--- src/sv/ffa_pkg.sv ---
package ffa_pkg;
  localparam int PoolNodes = 64;
  localparam int AddrBits = 32;
  localparam int SlotBits = $clog2(PoolNodes);
  localparam logic [AddrBits:0] AddrLimit = {1'b0, {AddrBits{1'b1}}};

  localparam logic [1:0] KIND_ALLOC  = 2'd0;
  localparam logic [1:0] KIND_FREE   = 2'd1;
  localparam logic [1:0] KIND_RESIZE = 2'd2;
  localparam logic [1:0] KIND_INIT   = 2'd3;

  localparam logic [1:0] ST_DONE   = 2'd0;
  localparam logic [1:0] ST_NOFIT  = 2'd1;
  localparam logic [1:0] ST_NOSLOT = 2'd2;
  localparam logic [1:0] ST_NOEXT  = 2'd3;

  // configuration register indexes
  localparam logic CFG_BASE  = 1'b0;
  localparam logic CFG_BYTES = 1'b1;

  // operation the datapath carries out for the current item
  typedef enum logic [1:0] {
    OP_ALLOC = 2'd0,
    OP_GIVE  = 2'd1,
    OP_EXT   = 2'd2
  } op_t;

  // controller -> datapath
  typedef struct packed {
    logic load;      // latch item, start at list head
    logic init;      // rebuild list from arena registers
    logic rd;        // issue node read at cur
    logic step;      // evaluate node data
    logic slot_rd;   // read in-use bit at scan index
    logic slot_adv;  // report that no free slot was found
    logic link;      // point predecessor at the fresh slot
    logic commit;    // apply decision
  } cmd_t;

  // datapath -> controller
  typedef struct packed {
    logic quick;     // item answered without walking
    logic stop;      // walk found its spot
    logic need_slot; // spot needs a fresh slot
    logic slot_hit;  // scan found a free slot
    logic slot_end;  // scan exhausted
    logic clr_done;  // in-use bit sweep done (reset or init)
  } stat_t;
endpackage

--- src/sv/ffa_ctrl.sv ---
module ffa_ctrl import ffa_pkg::*; (
  input  logic  clk,
  input  logic  rst,
  input  logic  in_fire,
  input  logic  in_init,
  input  logic  out_free,
  output logic  busy,
  output logic  done,
  output cmd_t  cmd,
  input  stat_t stat
);
  typedef enum logic [7:0] {
    S_IDLE  = 8'b0000_0001,
    S_START = 8'b0000_0010,
    S_RD    = 8'b0000_0100,
    S_EVAL  = 8'b0000_1000,
    S_SLOT  = 8'b0001_0000,
    S_SWAIT = 8'b0010_0000,
    S_COMM  = 8'b0100_0000,
    S_OUT   = 8'b1000_0000
  } state_t;
  state_t state, state_next;

  always_comb begin
    state_next = state;
    cmd = '0;
    done = 1'b0;
    unique case (state)
      S_IDLE: if (in_fire) begin
        cmd.load = 1'b1;
        cmd.init = in_init;
        state_next = in_init ? S_OUT : S_START;
      end
      S_START: state_next = stat.quick ? S_COMM : S_RD;
      S_RD: state_next = S_EVAL;
      S_EVAL: begin
        cmd.step = 1'b1;
        state_next = stat.stop ? S_SLOT : S_RD;
      end
      S_SLOT: begin
        if (stat.need_slot) begin
          cmd.slot_rd = 1'b1;
          state_next = S_SWAIT;
        end else state_next = S_COMM;
      end
      S_SWAIT: begin
        if (stat.slot_hit) begin
          cmd.link = 1'b1;
          state_next = S_COMM;
        end else if (stat.slot_end) begin
          cmd.slot_adv = 1'b1;
          state_next = S_OUT;
        end else cmd.slot_rd = 1'b1;
      end
      S_COMM: begin
        cmd.commit = 1'b1;
        state_next = S_OUT;
      end
      S_OUT: begin
        done = stat.clr_done;
        if (stat.clr_done && out_free) state_next = S_IDLE;
      end
      default: state_next = S_IDLE;
    endcase
  end

  assign busy = (state != S_IDLE) || !stat.clr_done;

  always_ff @(posedge clk) begin
    if (rst) state <= S_IDLE;
    else state <= state_next;
  end
endmodule

--- config.mk ---
export PLATFORM = sky130hd
export DESIGN_NAME = ffa_ctrl
export DESIGN_NICKNAME = d
export VERILOG_FILES = /design/src/sv/ffa_pkg.sv /design/src/sv/ffa_ctrl.sv
export SDC_FILE = /design/constraint.sdc
export NUM_CORES = 1
export LEC_CHECK = 0
export BUFFER_PORTS_ARGS = -buffer_cell sky130_fd_sc_hd__buf_4
export CAP_MARGIN = 20
export CORE_AREA = 8 8 45 47
export CTS_BUF_LIST = sky130_fd_sc_hd__clkbuf_16
export DETAILED_ROUTE_END_ITERATION = 8
export DIE_AREA = 0 0 53 55
export GPL_TIMING_DRIVEN = 1
export MAX_ROUTING_LAYER = met4
export PLACE_DENSITY = 0.8
export SYNTH_ARGS = -nofsm -noshare
export SYNTH_HDL_FRONTEND = slang
export SYNTH_SLANG_ARGS = --single-unit
--- constraint.sdc ---
create_clock -name clk -period 5 [get_ports clk]
set_input_delay 0.5 -clock clk [delete_from_list [all_inputs] [get_ports clk]]
set_output_delay 0.5 -clock clk [all_outputs]
set_load 0.02 [all_outputs]
# [Yosys cells after proc, flatten, opt, wreduce, memory -nomap -nowiden]
# Index checks and enable logic that the tools add are counted.
[word_totals] regBits=8 in_bits=11 out_inout_bits=10 wordCells=38
[op_classes] eq_ne=12 n_mux=21 reduce_logical=4
[op_table] op="8-bit case mux with 8 select lines" n=1
[op_table] op="8-bit 2-to-1 mux" n=5
[op_table] op="7-bit 2-to-1 mux" n=2
[op_table] op="8-bit by 1-bit equality test with 1-bit output (second input constant)" n=1
[op_table] op="8-bit by 2-bit equality test with 1-bit output (second input constant)" n=1
[op_table] op="8-bit by 3-bit equality test with 1-bit output (second input constant)" n=1
[op_table] op="8-bit by 4-bit equality test with 1-bit output (second input constant)" n=1
[op_table] op="8-bit by 5-bit equality test with 1-bit output (second input constant)" n=1
[op_table] op="8-bit by 6-bit equality test with 1-bit output (second input constant)" n=1
[op_table] op="8-bit by 7-bit equality test with 1-bit output (second input constant)" n=1
[op_table] op="8-bit equality test (second input constant)" n=1
[op_table] op="2-bit 2-to-1 mux" n=4
[op_table] op="8-bit by 1-bit != test with 1-bit output (second input constant)" n=1
[op_table] op="1-bit 2-to-1 mux" n=7
[op_table] op="5-bit 2-to-1 mux" n=1
[op_table] op="2-bit != test (second input constant)" n=2
[op_table] op="3-bit != test (second input constant)" n=1
[op_table] op="3-bit AND reduction" n=1
[op_table] op="1-bit case mux with 2 select lines" n=1
[op_table] op="1-bit logical AND" n=1
[op_table] op="1-bit logical NOT" n=1
[op_table] op="1-bit logical OR" n=1

# [Longest topological paths before layout]
[depth] ltp_word=3 mapped_depth=6 mapped_depth_nobuf=5

# [Worst setup path after synthesis]
# No wires, ideal clock.
[synth_path] kind="register -> output" startpoint="register state[6]" endpoint="output cmd[2] (netlist name)" arrival_time_ns=1.618 required_time_ns=4.500 path_slack_ns=2.882 path_stages_with_launch=5 n_path_buf=1 path_cell_list="dfxtp_1 > buf_2 > nor3_4 > nand2_1 > nor4bb_1"
[synth_rtl] item="start: declaration" line_no="ffa_ctrl.sv:22" rtl="state_t state, state_next;"
[synth_rtl] item="start signal: assignment" line_no="ffa_ctrl.sv:71" rtl="else state <= state_next;"
[synth_rtl] item="end: declaration" line_no="ffa_ctrl.sv:9" rtl="output cmd_t cmd,"

==> results.sh <==
export IMPL_switchingPower_uw=69.7
export IMPL_largest_reg_flops=8
export IMPL_wire_per_inst_microns=14.5
export IMPL_grt_max_degree=10
export IMPL_syn_inst=72
export IMPL_holdBufCountCts=0
export IMPL_grt_antenna_before_repair=0
export IMPL_rsz0062_at_grt="no"
export IMPL_viasPerCell=5.71
export IMPL_powerDensity_nw_per_um2=317
export IMPL_endpoint_kind="output port"
export IMPL_ios=21
export IMPL_synth_ff_type="dfxtp_1"
export IMPL_critical_path_max_stage_delay_ns=0.43
export IMPL_grt_usage_pct=11.7
export IMPL_dieArea_sq_um=2920
export IMPL_async_reset_ff_share_pct=0
export IMPL_setup_viol=0
export IMPL_worst_endpoint_arrival_ns=1.80
export IMPL_fp_row_count=14
export IMPL_clock_path_buffers=2
export IMPL_cts_made_buffers=3
export IMPL_cts_sinks=8
export IMPL_vias=600
export IMPL_insertion_delay_ns=0.23
export IMPL_slowest_stage="dfxtp_1"
export IMPL_pwr_share_seq_pct=27.9
export IMPL_path_max_fanout=9
export IMPL_outcome="finished, final reports clean"
export IMPL_p_sw_share_pct=25.7
export IMPL_grt_pass1_wl_microns=2420
export IMPL_report_final_slew_viol_count=0
export IMPL_power_uw=271
export IMPL_first_pass_iters=4
export IMPL_fillCellCount=124
export IMPL_synth_seq_area_share_pct=24.5
export IMPL_leakagePower_nw=0.349
export IMPL_cts_setup_buffers=0
export IMPL_top_register="state"
export IMPL_finalCriticalPeriod_ns=2.30
export IMPL_use_met2_pct=17.8
export IMPL_coreArea_sq_um=1380
export IMPL_crit_family="simple AND/OR/NAND/NOR gates"
export IMPL_synth_edf_count=0
export IMPL_path_class="flip-flop to output port"
export IMPL_hp_class="input port to flip-flop"
export IMPL_ctsResizeCount=0
export IMPL_ys_seq_elements=8
export IMPL_p_clk_share_pct=47.8
export IMPL_drc=0
export IMPL_ant_nets=0
export IMPL_pwr_share_comb_pct=24.3
export IMPL_top_regs="state x8"
export IMPL_worstPathCellList="nor3_4 -> nand2_2 -> nor4b_2 -> and2_1 -> buf_4"
export IMPL_path_buf_inv=1
export IMPL_cts_root_buffer="clkbuf_16"
export IMPL_die_w_microns=53
export IMPL_grt_pass1_vias=548
export IMPL_drive_above_1_share_pct=36.0
export IMPL_hold_viol=0
export IMPL_finalCritPeriodShare_pct=46.1
export IMPL_startpoint_type="flip-flop"
export IMPL_synth_distinct_cells=39
export IMPL_grt_overflow=0
export IMPL_clkTransAtPathRegs_ns=0.03
export IMPL_start_util_pct=47.2
export IMPL_fmax_mhz=434
export IMPL_grt_busiest_layer="met2"
export IMPL_maxCapViolCount=0
export IMPL_fin_setup_tns_ns=0
export IMPL_peakVddDrop_mv=0.266
export IMPL_fp_dieH_microns=55
export IMPL_dp_hpwl_microns=1220
export IMPL_postSynthAreaPerCell_sq_um=9.07
export IMPL_power_internal_uw=202
export IMPL_routabilityCongestion=0.746
export IMPL_skew_ns=0.000766
export IMPL_gr_usage_met3_pct=2.14
export IMPL_syn_area_sq_um=653
export IMPL_drt_initial_drc_count=20
export IMPL_antennaDiodeCount=0
export IMPL_port_buffers=19
export IMPL_synth_net_count=83
export IMPL_grtUsageMet1_pct=12.8
export IMPL_cp_required_ns=4.50
export IMPL_nets=102
export IMPL_routed_wl_microns=1520
export IMPL_ys_warn_count=0
export IMPL_syn2layout_area_growth_pct=31.2
export IMPL_cts_tree="built"
export IMPL_ctsHtreeMaxLevel=1
-- layout by cell type, fill, tap and decap left out, drive strengths merged, types with 2 or more instances in the layout --
cell    Yosys  routed
buf         5      19
nand2       9       9
dfxtp       8       8
nor2        6       6
nor3b       5       5
nor3        4       4
inv         3       3
clkbuf      0       3
and3        2       2
nor4bb      2       2
and2        2       2
xor2        2       2
o21ai       2       2
nor4b       2       2
-- layout make-up --
cell class                      instances  area (sq um)  share of cell area [%]
Sequential cell                         8           160                    18.7
Multi-Input combinational cell         56           448                    52.3
Inverter                                3          11.3                    1.31
Tap cell                               16          20.0                    2.34
Clock buffer                            3          75.1                    8.76
Timing Repair Buffer                   19           143                    16.6
-- synthesized netlist by cell type (2+ instances only) --
| cell type | count | area [sq um] |
|---|---|---|
| nor3_1 | 2 | 10.0 |
| nor3_4 | 2 | 32.5 |
| and3_1 | 2 | 12.5 |
| nand2_1 | 8 | 30.0 |
| and2_1 | 2 | 12.5 |
| dfxtp_1 | 8 | 160 |
| nor3b_1 | 4 | 30.0 |
| nor2_1 | 6 | 22.5 |
| o21ai_0 | 2 | 10.0 |
| buf_2 | 3 | 15.0 |
| inv_1 | 3 | 11.3 |
| xor2_1 | 2 | 17.5 |
| nor4bb_1 | 2 | 20.0 |
-- through the flow --
stage	worst slack, ns	hold WS (ns)	std cells	instance area, sq um	utilization [%]
4_1_cts	2.69	0.461	105	857	61.9
6_report	2.70	0.463	105	857	61.9
3_5_place_dp	2.94	0.479	102	782	56.5
3_3_place_gp	3.02	0.472	102	782	56.5
2_1_floorplan	2.88	0.455	72	653	-
5_1_grt	2.53	0.463	105	857	61.9
-- layer usage --
metal | vias up | share of wire, %
li1 | 300 | -
met1 | 281 | 42
met2 | 15 | 51
met3 | 4 | 4.3
met4 | 0 | 2.6
met5 | - | 0
-- worst reg2reg max path: stages (launching register included) --
cell	delay (ns)
dfxtp_1	0.43
nor3_4	0.25
nand2_2	0.15
o32ai_4	0.38
o21bai_4	0.14
a2111oi_4	0.31
-- power by group through the flow --
stage / clock network [mW] / registers [mW] / logic (mW)
2_1_floorplan: 0 / 0.0705 / 0.0529
3_3_place_gp: 0 / 0.0760 / 0.0645
3_5_place_dp: 0 / 0.0762 / 0.0661
4_1_cts: 0.134 / 0.0754 / 0.0667
5_1_grt: 0.137 / 0.0765 / 0.0720
6_report: 0.130 / 0.0757 / 0.0659
-- final timing paths --
check / startpoint / end / slack [ns] / cells after the start
max: state[1] / cmd[7] / 2.70 / 5
min: rst / state[1] / 0.46 / 2
max reg2reg: state[1] / state[5] / 3.24 / 5
min reg2reg: state[3] / state[3] / 0.48 / 1
-- cell families after synthesis --
| group | after synthesis | share of synthesized area [%] |
|---|---|---|
| other | 1 | 0.574 |
| AO/OA/AOI/OAI | 14 | 24.5 |
| multiplexers | 1 | 1.72 |
| AND/OR/NAND/NOR | 37 | 37.7 |
| buffers and inverters | 8 | 6.90 |
| XOR/XNOR | 3 | 4.02 |
| flip-flops | 8 | 24.5 |
No activity file was read; power rests on OpenSTA's default activity.
